[src/rtl/core/nie_pkg.sv]
// Shared types and constants for the Newton interpolation evaluator.
package nie_pkg;

   localparam int DATA_W   = 32;
   localparam int STATUS_W = 2;
   localparam int INDEX_W  = 3;
   localparam int COUNT_W  = 4;

   localparam logic REQ_LOAD = 1'b0;
   localparam logic REQ_EVAL = 1'b1;

   localparam logic [STATUS_W-1:0] STATUS_OK  = 2'd0;
   localparam logic [STATUS_W-1:0] STATUS_DUP = 2'd1;
   localparam logic [STATUS_W-1:0] STATUS_SAT = 2'd2;

   localparam logic [COUNT_W-1:0] NODE_COUNT_RESET = 4'd8;

   typedef struct packed {
      logic                     done;
      logic                     sat;
      logic signed [DATA_W-1:0] quo;
   } div_result_type;

endpackage

[src/rtl/core/nie_div.sv]
// Bit-serial signed fixed-point divider with 32-bit saturation.
module nie_div #(
   parameter int FRAC_BITS = 16
) (
   input  logic                        clock,
   input  logic                        reset,
   input  logic                        start,
   input  logic signed [nie_pkg::DATA_W:0] dividend,
   input  logic signed [nie_pkg::DATA_W:0] divisor,
   output nie_pkg::div_result_type     result
);

   localparam int DW  = nie_pkg::DATA_W;
   localparam int NW  = DW + 1 + FRAC_BITS;
   localparam int CNW = $clog2(NW + 1);

   logic            busy_ff, busy_in;
   logic [CNW-1:0]  cnt_ff, cnt_in;
   logic [NW-1:0]   num_ff, num_in;
   logic [NW-1:0]   quo_ff, quo_in;
   logic [DW:0]     rem_ff, rem_in;
   logic [DW:0]     den_ff, den_in;
   logic            neg_ff, neg_in;
   nie_pkg::div_result_type res_ff, res_in;

   logic [DW:0]     a_mag;
   logic [DW:0]     b_mag;
   logic [DW+1:0]   rem_sh;
   logic            take;
   logic [NW-1:0]   quo_next;

   always_comb begin
      a_mag    = dividend[DW] ? (DW+1)'(0) - dividend : dividend;
      b_mag    = divisor[DW] ? (DW+1)'(0) - divisor : divisor;
      rem_sh   = {rem_ff, num_ff[NW-1]};
      take     = rem_sh >= {1'b0, den_ff};
      quo_next = {quo_ff[NW-2:0], take};

      busy_in  = busy_ff;
      cnt_in   = cnt_ff;
      num_in   = num_ff;
      quo_in   = quo_ff;
      rem_in   = rem_ff;
      den_in   = den_ff;
      neg_in   = neg_ff;
      res_in   = res_ff;
      res_in.done = 1'b0;

      if (start) begin
         busy_in = 1'b1;
         cnt_in  = CNW'(NW);
         num_in  = {a_mag, FRAC_BITS'(0)};
         quo_in  = '0;
         rem_in  = '0;
         den_in  = b_mag;
         neg_in  = dividend[DW] ^ divisor[DW];
      end else if (busy_ff) begin
         rem_in = take ? (DW+1)'(rem_sh - {1'b0, den_ff}) : rem_sh[DW:0];
         num_in = {num_ff[NW-2:0], 1'b0};
         quo_in = quo_next;
         cnt_in = cnt_ff - 1'b1;
         if (cnt_ff == CNW'(1)) begin
            busy_in     = 1'b0;
            res_in.done = 1'b1;
            if (neg_ff) begin
               if (quo_next > NW'({1'b1, {(DW-1){1'b0}}})) begin
                  res_in.sat = 1'b1;
                  res_in.quo = {1'b1, {(DW-1){1'b0}}};
               end else begin
                  res_in.sat = 1'b0;
                  res_in.quo = DW'(0) - quo_next[DW-1:0];
               end
            end else begin
               if (quo_next > NW'({1'b0, {(DW-1){1'b1}}})) begin
                  res_in.sat = 1'b1;
                  res_in.quo = {1'b0, {(DW-1){1'b1}}};
               end else begin
                  res_in.sat = 1'b0;
                  res_in.quo = quo_next[DW-1:0];
               end
            end
         end
      end
   end

   always_ff @(posedge clock) begin
      if (reset) begin
         busy_ff     <= 1'b0;
         res_ff.done <= 1'b0;
      end else begin
         busy_ff     <= busy_in;
         res_ff.done <= res_in.done;
      end
      cnt_ff     <= cnt_in;
      num_ff     <= num_in;
      quo_ff     <= quo_in;
      rem_ff     <= rem_in;
      den_ff     <= den_in;
      neg_ff     <= neg_in;
      res_ff.sat <= res_in.sat;
      res_ff.quo <= res_in.quo;
   end

   assign result = res_ff;

endmodule

[config.mk]
export PLATFORM = sky130hd
export DESIGN_NAME = nie_div
export DESIGN_NICKNAME = d
export VERILOG_FILES = /design/src/rtl/core/nie_pkg.sv /design/src/rtl/core/nie_div.sv
export SDC_FILE = /design/constraint.sdc
export NUM_CORES = 1
export LEC_CHECK = 0
export BUFFER_PORTS_ARGS = -buffer_cell sky130_fd_sc_hd__buf_4
export CAP_MARGIN = 30
export CORE_AREA = 2 2 149 151
export DETAILED_ROUTE_END_ITERATION = 6
export DIE_AREA = 0 0 151 153
export PLACE_DENSITY = 0.73
export SETUP_SLACK_MARGIN = 0.1
export SLEW_MARGIN = 15
export SYNTH_ARGS = -nofsm -noshare
export SYNTH_HDL_FRONTEND = slang
export SYNTH_SLANG_ARGS = --single-unit
export TNS_END_PERCENT = 20
[constraint.sdc]
create_clock -name clock -period 5.7 [get_ports clock]
set_input_delay 0.57 -clock clock [delete_from_list [all_inputs] [get_ports clock]]
set_output_delay 0.57 -clock clock [all_outputs]
set_load 0.02 [all_outputs]
==> results_dict.tcl <==
set metrics [dict create \
    rows 54 \
    grt_pass1_vias 8114 \
    slew_viol_final 0 \
    layout.nets 1361 \
    ys_seq_area_share_pct 43.6 \
    hold_viol 0 \
    first_pass_iters 5 \
    dieArea_mm2 0.0231 \
    initial_core_util_pct 51.1 \
    leakagePower_nw 5.13 \
    p_per_area_mw_per_mm2 260 \
    dp_hpwl_um 16900 \
    portBuffers 102 \
    holdCritStartpoint "reset" \
    yosys.area.top_type_share_pct 27.4 \
    slowest_stage "o21ai_2" \
    finalSetupViolCount 0 \
    cp.arrival_ps 5070 \
    gp_congestion 0.865 \
    synthArstFlopShare_pct 0 \
    drt_iter0_drc 700 \
    drive_gt1_share_pct 13.4 \
    worst-setup-path-type "reg2reg" \
    netlist_instances 1186 \
    critPathMaxStageDelay_ps 410 \
    tightest_slew_ps 831 \
    die_w_um 151 \
    crit_chain "inv_1 > ha_1 > a21o_1 > a21oi_1 > o21ai_0 > a221o_1 > nor3_1 > a21o_2 > ha_1 > nor3b_1 > nand3_1 > nor2_1 > nand3_1 > o41ai_4 > buf_4 > nand2_1 > a41o_1 > o21ai_2 > buf_4 > o311ai_1" \
    cts_hold_buffers 0 \
    max_freq_ghz 0.204 \
    syn-num-nets 1295 \
    vias_per_cell 5.81 \
    period_needed_ps 4910 \
    vdd_drop_max_uv 236 \
    antenna_found_initial 0 \
    status "completed" \
    grt_max_degree 89 \
    crit_start "den_ff[19]" \
    synth_ff_type "edfxtp_1" \
    fin_worst_skew_ps 8.15 \
    grt_overflow 0 \
    ant_nets 0 \
    area_growth_pct 13.7 \
    clk_latency_ps 430 \
    crit_required_ps 5860 \
    cts_sinks 189 \
    timing.rr.start "den_ff[19]" \
    clk_pin_slew_ps 70 \
    cts_buffers 17 \
    postSynthAreaPerCell_um2 9.26 \
    grt_usage_pct 21.1 \
    via_count 8974 \
    grt_pass1_wl_um 39700 \
    htree_levels 4 \
    maxSlewHeadroom_pct 44.6 \
    maxCapViolCount 0 \
    postCtsSetupBuffers 0 \
    wire_per_inst_um 15.8 \
    routed_wl_um 24400 \
    chipHeight_um 153 \
    core-area_mm2 0.0215 \
    synthTopCellsByArea "edfxtp_1, dfxtp_1, nor2_1" \
    period_share_pct 86.2 \
    synth.distinct_cells 73 \
    cts_tree "done" \
    rsz0062_at_grt "false" \
    synth_edf_count 100 \
    cts_resized 0 \
    tns_ps 0 \
    crit_fanout 13 \
    cp-start-kind "flip-flop" \
    io_pins 103 \
    antenna_cells 0 \
    syn_area_mm2 0.0110 \
    holdWs_ps 319 \
    endpoint_kind "flip-flop" \
    yosysTopAreaCell "edfxtp_1" \
    setup_slack_ps 789 \
    route.detailed.drc 0 \
    root_buffer "clkbuf_16" \
    yosys_register_bits 189 \
    hold_path.class "in2reg" \
    clockBufferDepth 2 \
    pre_cts_ws_ps 829 \
    yosysWarnings 0 \
]
power breakdown:
part           switching [W]  leakage (nW)  internal (W)
clock               0.000522         0.271      0.000617
combinational       0.000310          3.17      0.000230
sequential         0.0000455          1.69       0.00152
total               0.000878          5.13       0.00236
Yosys cell counts, types with 5 or more instances:
library cell  instances
nor2_1              150
nand2_1             107
edfxtp_1            100
dfxtp_1              89
a21oi_1              68
o21ai_0              65
inv_1                50
mux2i_1              50
clkbuf_1             49
xor2_1               48
xnor2_1              42
ha_1                 39
nor3_1               32
a21o_1               16
nor4_1               15
o31ai_1              15
or3_1                14
o211ai_1             13
buf_1                12
nand4_1              12
o211a_1              12
o41ai_1              12
a311oi_1             10
a31oi_1              10
nand2b_1             10
nand3_1              10
o311ai_1             10
a211oi_1              8
or4_1                 8
o21a_1                7
and4_1                6
o311ai_0              6
or2_2                 6
and2_1                5
and3_1                5
buf_2                 5
o21bai_1              5
stage by stage:
step | cells | instance area, um2 | util, % | power [W]
after floorplan | 1186 | 11000 | - | 0.00197
after global placement | 1513 | 11900 | 55.5 | 0.00211
after detailed placement | 1513 | 11900 | 55.5 | 0.00212
after CTS | 1545 | 12500 | 58.1 | 0.00326
after global routing | 1545 | 12500 | 58.1 | 0.00339
final | 1545 | 12500 | 58.1 | 0.00324
per-layer routing:
| metal | up-vias | part of all wire [%] | GRT usage (%) |
|---|---|---|---|
| met3 | 28 | 4.6 | 2.93 |
| met5 | - | 0 | 0 |
| met4 | 0 | 1.4 | 5.87 |
| met1 | 4243 | 46 | 29.6 |
| met2 | 245 | 48 | 34.3 |
| li1 | 4458 | - | - |
registers in the layout, indices dropped and copies added (netlist names):
register  cells
cnt_ff        6
num_ff       33
quo_ff       48
busy_ff       1
neg_ff        1
den_ff       33
rem_ff       33
result       34
placed cells by master, fill, tap and decap left out, types with 17 or more instances in the layout:
master and instances:
o21ai_0 65, xnor2_1 42, clkbuf_16 17, nor3_1 32, a21oi_1 68, ha_1 39, nand2_1 107, nor2_1 150
buf_4 114, xor2_1 48, mux2i_1 50, dfxtp_1 88, inv_1 50, edfxtp_1 100
critical path, delay by kind of cell (launching register included):
family | cells | cell delay (ps)
buf+inv | 3 | 500
fa+ha+maj | 2 | 550
simple gates | 6 | 1190
compound gates | 9 | 2050
flops | 1 | 320
final cells by class:
class                   instances  area [um2]
clock buffers                  20         447
repair buffers                114         856
inverters                      52         195
clock inverters                12         113
flip-flops and latches        189        4790
multi-input cells             878        5740
fillers                      1940        9000
well taps                     280         350
cell families after synthesis:
logic type,count (synthesis),synth area share (%)
flip-flops,189,43.6
AND/OR/NAND/NOR,400,17.2
AO/OA/AOI/OAI,298,18.7
XOR/XNOR,90,7.18
buffers and inverters,119,4.16
multiplexers,50,4.56
adder cells (fa/ha/maj),40,4.63
path summary, 6_finish.rpt:
check             cells past startpoint  slack [ps]          to
setup / recovery                     20         790  result[22]
hold / removal                        2         320  result[33]
setup reg to reg                     20         790  result[22]
hold reg to reg                       2         490  rem_ff[32]
(Power assumes the default switching activity.)
