## config.mk

```make
export PLATFORM = sky130hd
export DESIGN_NAME = nie_ram
export DESIGN_NICKNAME = d
export VERILOG_FILES = /design/src/rtl/core/nie_ram.sv
export SDC_FILE = /design/constraint.sdc
export NUM_CORES = 1
export LEC_CHECK = 0
export BUFFER_PORTS_ARGS = -buffer_cell sky130_fd_sc_hd__buf_2
export CORE_AREA = 3 3 165 151
export DETAILED_ROUTE_END_ITERATION = 16
export DIE_AREA = 0 0 168 154
export GPL_TIMING_DRIVEN = 0
export PLACE_DENSITY = 0.69
export SLEW_MARGIN = 20
export SYNTH_ARGS = -nofsm -noshare
export SYNTH_HDL_FRONTEND = slang
export SYNTH_SLANG_ARGS = --single-unit
```

## constraint.sdc

```tcl
create_clock -name clock -period 3.22 [get_ports clock]
set_clock_uncertainty 0.05 [all_clocks]
set_input_delay 0.161 -clock clock [delete_from_list [all_inputs] [get_ports clock]]
set_output_delay 0.161 -clock clock [all_outputs]
set_load 0.02 [all_outputs]
```

## src/rtl/core/nie_ram.sv

```systemverilog
// Simple dual-port synchronous memory with a registered read.
module nie_ram #(
   parameter int DEPTH = 8,
   parameter int WIDTH = 32
) (
   input  logic                     clock,
   input  logic                     wr_en,
   input  logic [$clog2(DEPTH)-1:0] wr_addr,
   input  logic [WIDTH-1:0]         wr_data,
   input  logic [$clog2(DEPTH)-1:0] rd_addr,
   output logic [WIDTH-1:0]         rd_data
);

   logic [WIDTH-1:0] mem_ff [DEPTH];
   logic [WIDTH-1:0] rd_data_ff;

   always_ff @(posedge clock) begin
      if (wr_en) begin
         mem_ff[wr_addr] <= wr_data;
      end
      rd_data_ff <= mem_ff[rd_addr];
   end

   assign rd_data = rd_data_ff;

endmodule

```

==> impl_metrics.env, run 1 <==
export IMPL_status="completed"
export IMPL_ys_ff_latch=288
export IMPL_setup_viol=0
export IMPL_routed_wl_mm=19.0
export IMPL_worst_setup_path_start_kind="input pin"
export IMPL_setup_worst_path_end="mem_ff[0][26]$_DFFE_PP_"
export IMPL_crit_type="in2reg"
export IMPL_post_cts_buffers=0
export IMPL_start_util_pct=45.0
export IMPL_cp_depth=6
export IMPL_crit_start="wr_addr[2]"
export IMPL_syn_area_um2=10500
export IMPL_cts_buffers=28
export IMPL_crit_slowest_cell="nor3_2"
export IMPL_synth_cell_types=13
export IMPL_fin_tns_setup_ns=0
export IMPL_grt_pass1_vias=5071
export IMPL_cp_cell_sequence="buf_2, nand2b_1, nor3_2, buf_4, buf_4, buf_6"
export IMPL_synthCells=415
export IMPL_dpl_worst_slack_ns=1.11
export IMPL_crit_family="buffers and inverters"
export IMPL_track_usage_pct=14.9
export IMPL_critical_path_reg2reg_endpoint="rd_data[6]$_DFF_P_"
export IMPL_grt_overflow=0
export IMPL_gp_congestion=0.688
export IMPL_setup_slack_ns=1.69
export IMPL_io_buffer_count=68
export IMPL_ant_nets=0
export IMPL_core_um2=23300
export IMPL_cpMostUsedCell="buf_4"
export IMPL_rsz0062_at_grt="no"
export IMPL_dp_hpwl_mm=11.5
export IMPL_synthToLayoutAreaGrowth_pct=22.1
export IMPL_timing_rr_start="mem_ff[1][6]$_DFFE_PP_"
export IMPL_clock_latency_ns=0.53
export IMPL_numClockSinks=288
export IMPL_syn_nets=455
export IMPL_required_ns=3.40
export IMPL_fmax_mhz=652
export IMPL_drc_errors=0
export IMPL_htree_levels=1
export IMPL_grt_max_degree=20
export IMPL_worst_path_largest_cell_delay_ns=0.48
export IMPL_dr_pass1_iters=5
export IMPL_antenna_found_initial=0
export IMPL_yosys_warnings=0
export IMPL_path_buf_inv=4
export IMPL_critPathMaxFanout=8
export IMPL_r2r_cells=2
export IMPL_arrival_ns=1.71
export IMPL_antennaDiodeCount=0
export IMPL_tightest_slew_ns=0.794
export IMPL_nNetsFinal=601
export IMPL_fin_crit_sh_pct=47.6
export IMPL_cellPowerDensity_nw_per_um2=627
export IMPL_die_height_um=154
export IMPL_syn_avg_cell_area_um2=25.2
export IMPL_wl_per_cell_um=21.5
export IMPL_reg2reg_slack_ns=1.87
export IMPL_cts_repair_resized=0
export IMPL_drive_gt1_share_pct=35.0
export IMPL_via_per_inst=5.24
export IMPL_clk_pin_slew_ns=0.06
export IMPL_relSlewSlack_pct=47.1
export IMPL_worst_setup_path_end_kind="register"
export IMPL_leakagePower_nw=4.39
export IMPL_clk_path_buf_depth=3
export IMPL_hold_violations=0
export IMPL_seq_area_frac_synth_pct=79.6
export IMPL_first_iter_violations=318
export IMPL_dieWidth_um=168
export IMPL_min_path_type="in2reg"
export IMPL_cts_root_buffer="clkbuf_16"
export IMPL_dieArea_um2=25900
export IMPL_peakVddDrop_uv=424
export IMPL_vias=4638
export IMPL_maxSlewViolCount=0
export IMPL_num_rows=53
export IMPL_drv_cap=0
export IMPL_grt_pass1_wl_mm=29.5
export IMPL_finalCriticalPeriod_ns=1.53
export IMPL_ios=72
export IMPL_cts_tree="built"
export IMPL_ctsHoldBuffers=32
-- registers in the layout, summed over array words and instances (netlist names) --
signal   flops
rd_data     32
mem_ff     256
-- placed cells by master, fill, tap and decap left out, types with 2 or more instances in the layout --
| master | Yosys | layout |
|---|---|---|
| buf_2 | 6 | 74 |
| mux4_2 | 24 | 24 |
| nor2_4 | 0 | 6 |
| bufinv_16 | 0 | 4 |
| buf_16 | 0 | 6 |
| dlygate4sd3_1 | 0 | 32 |
| dfxtp_1 | 32 | 32 |
| buf_1 | 4 | 4 |
| clkbuf_1 | 1 | 4 |
| nand2b_1 | 3 | 3 |
| buf_4 | 0 | 5 |
| mux4_1 | 40 | 40 |
| mux2_2 | 32 | 32 |
| clkinv_1 | 0 | 6 |
| buf_12 | 0 | 2 |
| buf_6 | 7 | 10 |
| clkinv_2 | 0 | 8 |
| nor3_2 | 0 | 2 |
| clkbuf_16 | 0 | 29 |
| edfxtp_1 | 256 | 256 |
| nand2_1 | 2 | 2 |
-- metrics by stage --
| stage | std cells | util (%) | hold slack, ns | power [mW] | area (um2) |
|---|---|---|---|---|---|
| 2_1_floorplan | 415 | - | 0.210 | 4.60 | 10500 |
| 3_3_place_gp | 785 | 48.1 | 0.366 | 4.76 | 11200 |
| 3_5_place_dp | 801 | 49.5 | 0.377 | 4.80 | 11500 |
| 4_1_cts | 885 | 54.9 | 0.000847 | 8.10 | 12800 |
| 5_1_grt | 885 | 54.9 | 0.0137 | 8.30 | 12800 |
| 6_report | 885 | 54.9 | 0.0162 | 8.02 | 12800 |
-- per-layer routing --
metal / global-route usage [%] / vias up / routed length [um]
met5: 0 / - / 0
met4: 3.12 / 0 / 328
met3: 3.03 / 29 / 1150
met2: 24.8 / 135 / 9440
met1: 20.6 / 2389 / 8120
li1: - / 2085 / -
-- power breakdown --
| group | internal (mW) | switching (mW) | total [mW] |
|---|---|---|---|
| clock network | 1.98 | 1.30 | 3.27 |
| logic | 0.232 | 0.261 | 0.493 |
| registers | 4.22 | 0.0322 | 4.25 |
-- cell type report --
type	count	area [um2]
clock inverter	19	191
multi-input combinational	109	2070
timing repair buffer	116	937
tap	302	378
sequential	288	8330
buffer	18	128
clock buffer	33	751
fill	1725	10500
-- synthesized netlist by cell type, drive strengths merged --
master | n | area, um2
buf | 17 | 124
clkbuf | 1 | 3.75
dfxtp | 32 | 641
edfxtp | 256 | 7690
mux2 | 32 | 360
mux4 | 64 | 1590
nand2 | 2 | 7.51
nand2b | 3 | 18.8
nor2 | 6 | 22.5
nor3 | 2 | 10.0
-- cells by family (layout without fill, tap and decap cells) --
family,after synthesis,count (layout),synth area share (%)
flops,288,288,79.6
buf+inv,18,186,1.22
mux,96,96,18.6
simple gates,13,13,0.562
-- worst min-delay path by stage --
| stage | startpoint | to | depth (start not counted) |
|---|---|---|---|
| after floorplan | wr_data[0] | mem_ff[0][0]$_DFFE_PP_ | 0 |
| after global placement | wr_data[8] | mem_ff[3][8]$_DFFE_PP_ | 1 |
| after detailed placement | wr_data[25] | mem_ff[0][25]$_DFFE_PP_ | 1 |
| after CTS | wr_addr[1] | mem_ff[0][0]$_DFFE_PP_ | 2 |
| after global routing | wr_addr[1] | mem_ff[0][9]$_DFFE_PP_ | 2 |
| final | wr_addr[1] | mem_ff[0][0]$_DFFE_PP_ | 2 |
Note: power is estimated with default switching activity, not from simulation.
==> run 2: changes to the inputs <==
--- a/config.mk
+++ b/config.mk
@@ -5,12 +5,13 @@
 export SDC_FILE = /design/constraint.sdc
 export NUM_CORES = 1
 export LEC_CHECK = 0
+export ABC_AREA = 1
 export BUFFER_PORTS_ARGS = -buffer_cell sky130_fd_sc_hd__buf_2
-export CORE_AREA = 3 3 165 151
+export CORE_AREA = 3 3 176 161
 export DETAILED_ROUTE_END_ITERATION = 16
-export DIE_AREA = 0 0 168 154
+export DIE_AREA = 0 0 179 164
 export GPL_TIMING_DRIVEN = 0
-export PLACE_DENSITY = 0.69
+export PLACE_DENSITY = 0.68
 export SLEW_MARGIN = 20
 export SYNTH_ARGS = -nofsm -noshare
 export SYNTH_HDL_FRONTEND = slang
==> constraint.sdc (replaced) <==
create_clock -name clock -period 1.4 [get_ports clock]
set_clock_uncertainty 0.05 [all_clocks]
set_input_delay 0.07 -clock clock [delete_from_list [all_inputs] [get_ports clock]]
set_output_delay 0.07 -clock clock [all_outputs]
set_load 0.02 [all_outputs]
==> impl_metrics.env, run 2 <==
export IMPL_crit_family="buffers and inverters"
export IMPL_min_path_type="in2reg"
export IMPL_dp_hpwl_mm=16.8
export IMPL_post_cts_buffers=0
export IMPL_path_buf_inv=3
export IMPL_die_height_um=164
export IMPL_cts_tree="built"
export IMPL_leakagePower_nw=6.57
export IMPL_synthToLayoutAreaGrowth_pct=20.1
export IMPL_dieWidth_um=179
export IMPL_vias=7772
export IMPL_io_buffer_count=70
export IMPL_maxSlewViolCount=0
export IMPL_routed_wl_mm=26.2
export IMPL_start_util_pct=44.4
export IMPL_yosys_area_share_simple_pct=19.0
export IMPL_status="completed"
export IMPL_core_um2=26700
export IMPL_crit_type="in2reg"
export IMPL_via_per_inst=4.63
export IMPL_synth_cell_types=12
export IMPL_cpMostUsedCell="nand2_1"
export IMPL_fin_crit_sh_pct=92.8
export IMPL_cts_root_buffer="clkbuf_16"
export IMPL_worst_setup_path_end_kind="register"
export IMPL_top_register="mem_ff"
export IMPL_synth_xor_xnor_area_share_pct=0
export IMPL_top_layer="met4"
export IMPL_worst_path_largest_cell_delay_ns=0.68
export IMPL_synthTopCellsByArea="edfxtp_1, nand2_1, inv_1"
export IMPL_worst_setup_path_start_kind="input pin"
export IMPL_met3_length_mm=1.79
export IMPL_synthCells=1156
export IMPL_synthFlopType="edfxtp_1"
export IMPL_largest_reg_flops=256
export IMPL_relSlewSlack_pct=54.0
export IMPL_cts_buffers=29
export IMPL_clock_latency_ns=0.54
export IMPL_synth_top_family_by_area="simple AND/OR/NAND/NOR gates"
export IMPL_fin_util_pct=53.3
export IMPL_num_rows=57
export IMPL_fmax_mhz=770
export IMPL_final_cell_mix="nand2_1, inv_1, edfxtp_1"
export IMPL_synth_compound_area_share_pct=0
export IMPL_clk_path_buf_depth=3
export IMPL_drv_cap=0
export IMPL_ys_ff_latch=288
export IMPL_wl_per_cell_um=15.6
export IMPL_syn_avg_cell_area_um2=10.3
export IMPL_first_iter_violations=553
export IMPL_rsz0062_at_grt="no"
export IMPL_syn_nets=1196
export IMPL_synthAdderAreaFrac_pct=0
export IMPL_synth_commonest_cells="nand2_1, inv_1, edfxtp_1, nand3_1, dfxtp_1"
export IMPL_cellPowerDensity_nw_per_um2=1330
export IMPL_async_flop_share_pct=0
export IMPL_seq_area_frac_synth_pct=70.1
export IMPL_track_usage_pct=18.1
export IMPL_power_mw=19.0
export IMPL_required_ns=1.82
export IMPL_final_common_cell="nand2_1"
export IMPL_numClockSinks=288
export IMPL_hold_violations=0
export IMPL_dieArea_um2=29400
export IMPL_ant_nets=0
export IMPL_synth_edf_count=256
export IMPL_cp_cell_sequence="dlygate4sd3_1, inv_1, buf_1, nand2_1, nand2_1"
export IMPL_drc_errors=0
export IMPL_wl_met1_mm=11.1
export IMPL_synth_area_leader_cell="edfxtp_1"
export IMPL_drive_gt1_share_pct=13.0
export IMPL_muxShareOfSynthArea_pct=0
export IMPL_synth_most_common_cell="nand2_1"
export IMPL_crit_slowest_cell="dlygate4sd3_1"
export IMPL_gp_congestion=0.753
export IMPL_clk_pin_slew_ns=0.06
export IMPL_grt_pass1_wl_mm=40.5
export IMPL_grt_pass1_vias=7583
export IMPL_grt_overflow=0
export IMPL_wl_met2_mm=12.7
export IMPL_htree_levels=1
export IMPL_dr_pass1_iters=5
export IMPL_peakVddDrop_uv=1010
export IMPL_ios=72
export IMPL_setup_viol=0
export IMPL_nNetsFinal=1340
export IMPL_critPathMaxFanout=10
export IMPL_finalCriticalPeriod_ns=1.30
export IMPL_syn_area_um2=11900
export IMPL_antenna_found_initial=0
export IMPL_yosys_warnings=0
export IMPL_tightest_slew_ns=0.690
export IMPL_arrival_ns=1.72
export IMPL_synth_top_area_share_pct=64.7
export IMPL_antennaDiodeCount=0
export IMPL_grt_max_degree=22
## run 2: cell count changes after synthesis, moves of 3 or more
cell,change
mux4_1,-40
buf_6,+4
inv_1,+260
mux2_2,-32
clkbuf_1,+6
nand2_1,+420
nand3_1,+128
nand2b_1,-3
mux4_2,-24
buf_4,+5
buf_2,+14
## run 2: worst reg2reg max path: cells and delay by family (launching register included)
family / cells / cell delay (ns)
buffers and inverters: 1 / 0.06
flip-flops: 1 / 0.36
AND/OR/NAND/NOR: 5 / 0.38
## run 2: area by class of cell
type	count	area [um2]
plain buffers	47	304
clock buffers	37	766
clock inverters	17	193
fillers	2269	12500
inverters	262	983
multi-input cells	558	2310
flip-flops and latches	288	8330
well taps	354	443
repair buffers	114	928
## run 2: power by group
part / switching, mW / leakage [nW] / internal (mW)
sequential: 0.0753 / 2.60 / 9.70
combinational: 0.985 / 3.50 / 0.498
clock: 3.11 / 0.471 / 4.60
total: 4.17 / 6.57 / 14.8
## run 2: final timing paths
path / end / slack [ns] / depth (start not counted) / from
worst max-delay path: rd_data[9]$_DFF_P_ / 0.10 / 5 / rd_addr[2]
worst min-delay path: rd_data[2]$_DFF_P_ / 0.03 / 6 / rd_addr[1]
worst max register to register: rd_data[31]$_DFF_P_ / 0.42 / 6 / mem_ff[4][31]$_DFFE_PP_
worst min register to register: rd_data[29]$_DFF_P_ / 0.58 / 6 / mem_ff[0][29]$_DFFE_PP_
## run 2: timing repair
| action | in CTS | in global routing |
|---|---|---|
| resized for setup | 0 | 1 |
| hold buffers | 35 | 0 |
| setup endpoints to repair | 0 | 18 |
| hold endpoints to repair | 259 | 0 |
## run 2: through the flow
| step | setup WS, ns | hold WS (ns) | setup TNS, ns | instances | cell area, um2 |
|---|---|---|---|---|---|
| after floorplan | -0.160 | 0.119 | -34.13 | 1156 | 11900 |
| final | 0.101 | 0.0262 | 0 | 1677 | 14300 |
| after global placement | -1.10 | 0.289 | -238.58 | 1580 | 12700 |
| after global routing | 0.0556 | 0.0399 | 0 | 1677 | 14300 |
| after CTS | 0.0159 | 0.0240 | 0 | 1678 | 14300 |
| after detailed placement | -0.321 | 0.293 | -36.48 | 1589 | 13000 |
## run 2: routing by layer
metal,vias to the layer above,GRT usage (%)
li1,3872,-
met1,3612,24.4
met2,243,31.0
met3,45,2.47
met4,0,4.64
met5,-,0
## run 2: cell families after synthesis
group / after synthesis
AND/OR/NAND/NOR: 558
buffers and inverters: 310
flip-flops: 288
==> run 3: changes to the inputs <==
--- a/config.mk
+++ b/config.mk
@@ -7,11 +7,11 @@
 export LEC_CHECK = 0
 export ABC_AREA = 1
 export BUFFER_PORTS_ARGS = -buffer_cell sky130_fd_sc_hd__buf_2
-export CORE_AREA = 3 3 176 161
+export CORE_AREA = 3 3 167 169
 export DETAILED_ROUTE_END_ITERATION = 16
-export DIE_AREA = 0 0 179 164
+export DIE_AREA = 0 0 170 172
 export GPL_TIMING_DRIVEN = 0
-export PLACE_DENSITY = 0.68
+export PLACE_DENSITY = 0.69
 export SLEW_MARGIN = 20
 export SYNTH_ARGS = -nofsm -noshare
 export SYNTH_HDL_FRONTEND = slang
==> impl_metrics.env, run 3 (synthesized netlist as in run 2, its figures left out) <==
export IMPL_status="completed"
export IMPL_internal_power_mw=15.1
export IMPL_final_common_cell="nand2_1"
export IMPL_peakVddDrop_uv=1030
export IMPL_dieArea_um2=29200
export IMPL_worst_path_largest_cell_delay_ns=0.32
export IMPL_r2r_cells=6
export IMPL_hp_start="rd_addr[1]"
export IMPL_cellPowerDensity_nw_per_um2=1360
export IMPL_grt_overflow=0
export IMPL_gp_congestion=0.764
export IMPL_path_buf_inv=1
export IMPL_track_usage_pct=18.1
export IMPL_via_per_inst=4.70
export IMPL_reg2reg_slack_ns=0.41
export IMPL_crit_type="reg2out"
export IMPL_p_comb_share_pct=7.6
export IMPL_tightest_slew_ns=0.725
export IMPL_io_buffer_count=70
export IMPL_largest_reg_flops=256
export IMPL_ios=72
export IMPL_drive_gt1_share_pct=12.8
export IMPL_clk_path_buf_depth=3
export IMPL_hold_violations=0
export IMPL_worst_setup_path_start_kind="register"
export IMPL_hold_end="rd_data[2]$_DFF_P_"
export IMPL_fill_cells=2256
export IMPL_first_iter_violations=690
export IMPL_rsz0062_at_grt="no"
export IMPL_core_um2=26700
export IMPL_dp_hpwl_mm=16.5
export IMPL_maxSlewViolCount=0
export IMPL_wl_per_cell_um=15.8
export IMPL_grt_pass1_vias=7739
export IMPL_seq_power_share_pct=50.5
export IMPL_cp_cell_sequence="buf_2"
export IMPL_antenna_found_initial=0
export IMPL_dr_pass1_iters=5
export IMPL_die_height_um=172
export IMPL_crit_slowest_cell="dfxtp_1"
export IMPL_htree_levels=1
export IMPL_cts_root_buffer="clkbuf_16"
export IMPL_arrival_ns=1.03
export IMPL_clock_latency_ns=0.56
export IMPL_final_cell_mix="nand2_1, inv_1, edfxtp_1"
export IMPL_p_sw_share_pct=21.9
export IMPL_cts_tree="built"
export IMPL_routed_wl_mm=26.3
export IMPL_synthToLayoutAreaGrowth_pct=20.2
export IMPL_finalCriticalPeriod_ns=1.15
export IMPL_power_mw=19.4
export IMPL_ant_nets=0
export IMPL_grt_max_degree=22
export IMPL_vias=7824
export IMPL_post_cts_buffers=0
export IMPL_timing_rr_start="mem_ff[5][28]$_DFFE_PP_"
export IMPL_crit_family="flip-flops"
export IMPL_leakagePower_nw=6.57
export IMPL_clkPwrFrac_pct=41.8
export IMPL_setup_viol=0
export IMPL_fin_crit_sh_pct=81.8
export IMPL_num_rows=60
export IMPL_antennaDiodeCount=0
export IMPL_setup_slack_ns=0.255
export IMPL_dpl_worst_slack_ns=-0.305
export IMPL_start_util_pct=44.4
export IMPL_nNetsFinal=1340
export IMPL_fmax_mhz=873
export IMPL_grt_pass1_wl_mm=40.7
export IMPL_numClockSinks=288
export IMPL_clk_pin_slew_ns=0.06
export IMPL_relSlewSlack_pct=51.7
export IMPL_cts_buffers=30
export IMPL_top_register="mem_ff"
export IMPL_worst_setup_path_end_kind="output port"
export IMPL_dieWidth_um=170
export IMPL_required_ns=1.28
export IMPL_drv_cap=0
export IMPL_power_switching_mw=4.24
export IMPL_critical_path_reg2reg_endpoint="rd_data[28]$_DFF_P_"
export IMPL_critPathMaxFanout=1
export IMPL_drc_errors=0
export IMPL_min_path_type="in2reg"
export IMPL_whs_path_depth=6
-- run 3: through the flow --
stage	hold slack, ns	utilization, %	cells	setup TNS [ns]	cell area, um2
after floorplan	0.119	-	1156	-34.13	11900
after CTS	0.0100	53.4	1665	0	14300
final	0.0165	53.4	1665	0	14300
after detailed placement	0.295	48.3	1575	-35.73	12900
after global placement	0.288	47.4	1567	-236.71	12700
after global routing	0.0563	53.4	1665	0	14300
-- run 3: area by class of cell --
class,count,area [um2],area share [%]
clock buffer,47,896,6.28
buffer,48,307,2.15
timing repair buffer,112,888,6.23
multi-input combinational,558,2310,16.2
inverter,262,983,6.89
clock inverter,9,123,0.860
sequential,288,8330,58.4
tap,341,427,2.99
-- run 3: worst max-delay path by stage --
stage / from / endpoint / slack [ns] / depth (start not counted)
after floorplan: wr_addr[0] / mem_ff[0][0]$_DFFE_PP_ / -0.16 / 3
after global placement: wr_addr[0] / mem_ff[0][26]$_DFFE_PP_ / -1.12 / 4
after detailed placement: wr_addr[0] / mem_ff[0][27]$_DFFE_PP_ / -0.30 / 5
after CTS: rd_data[1]$_DFF_P_ / rd_data[1] / 0.23 / 1
after global routing: wr_addr[0] / mem_ff[0][30]$_DFFE_PP_ / 0.21 / 5
final: rd_data[8]$_DFF_P_ / rd_data[8] / 0.25 / 1
-- run 3: metal layers --
layer,wire [um],global-route usage [%]
met5,0,0
met4,672,5.89
met3,1800,2.86
met2,12600,30.5
met1,11200,24.1
-- run 3: repair_timing --
action / CTS / global route
gates resized for setup: 0 / 0
hold endpoints to repair: 259 / 0
hold buffers: 34 / 0
-- run 3: power by group through the flow --
stage | Sequential, mW | Clock (mW) | Combinational [mW]
floorplan | 10.1 | 0 | 0.699
finish | 9.78 | 8.10 | 1.48
global route | 9.80 | 8.57 | 1.64
global placement | 9.95 | 0 | 1.33
detailed placement | 9.96 | 0 | 1.40
CTS | 9.78 | 8.17 | 1.49
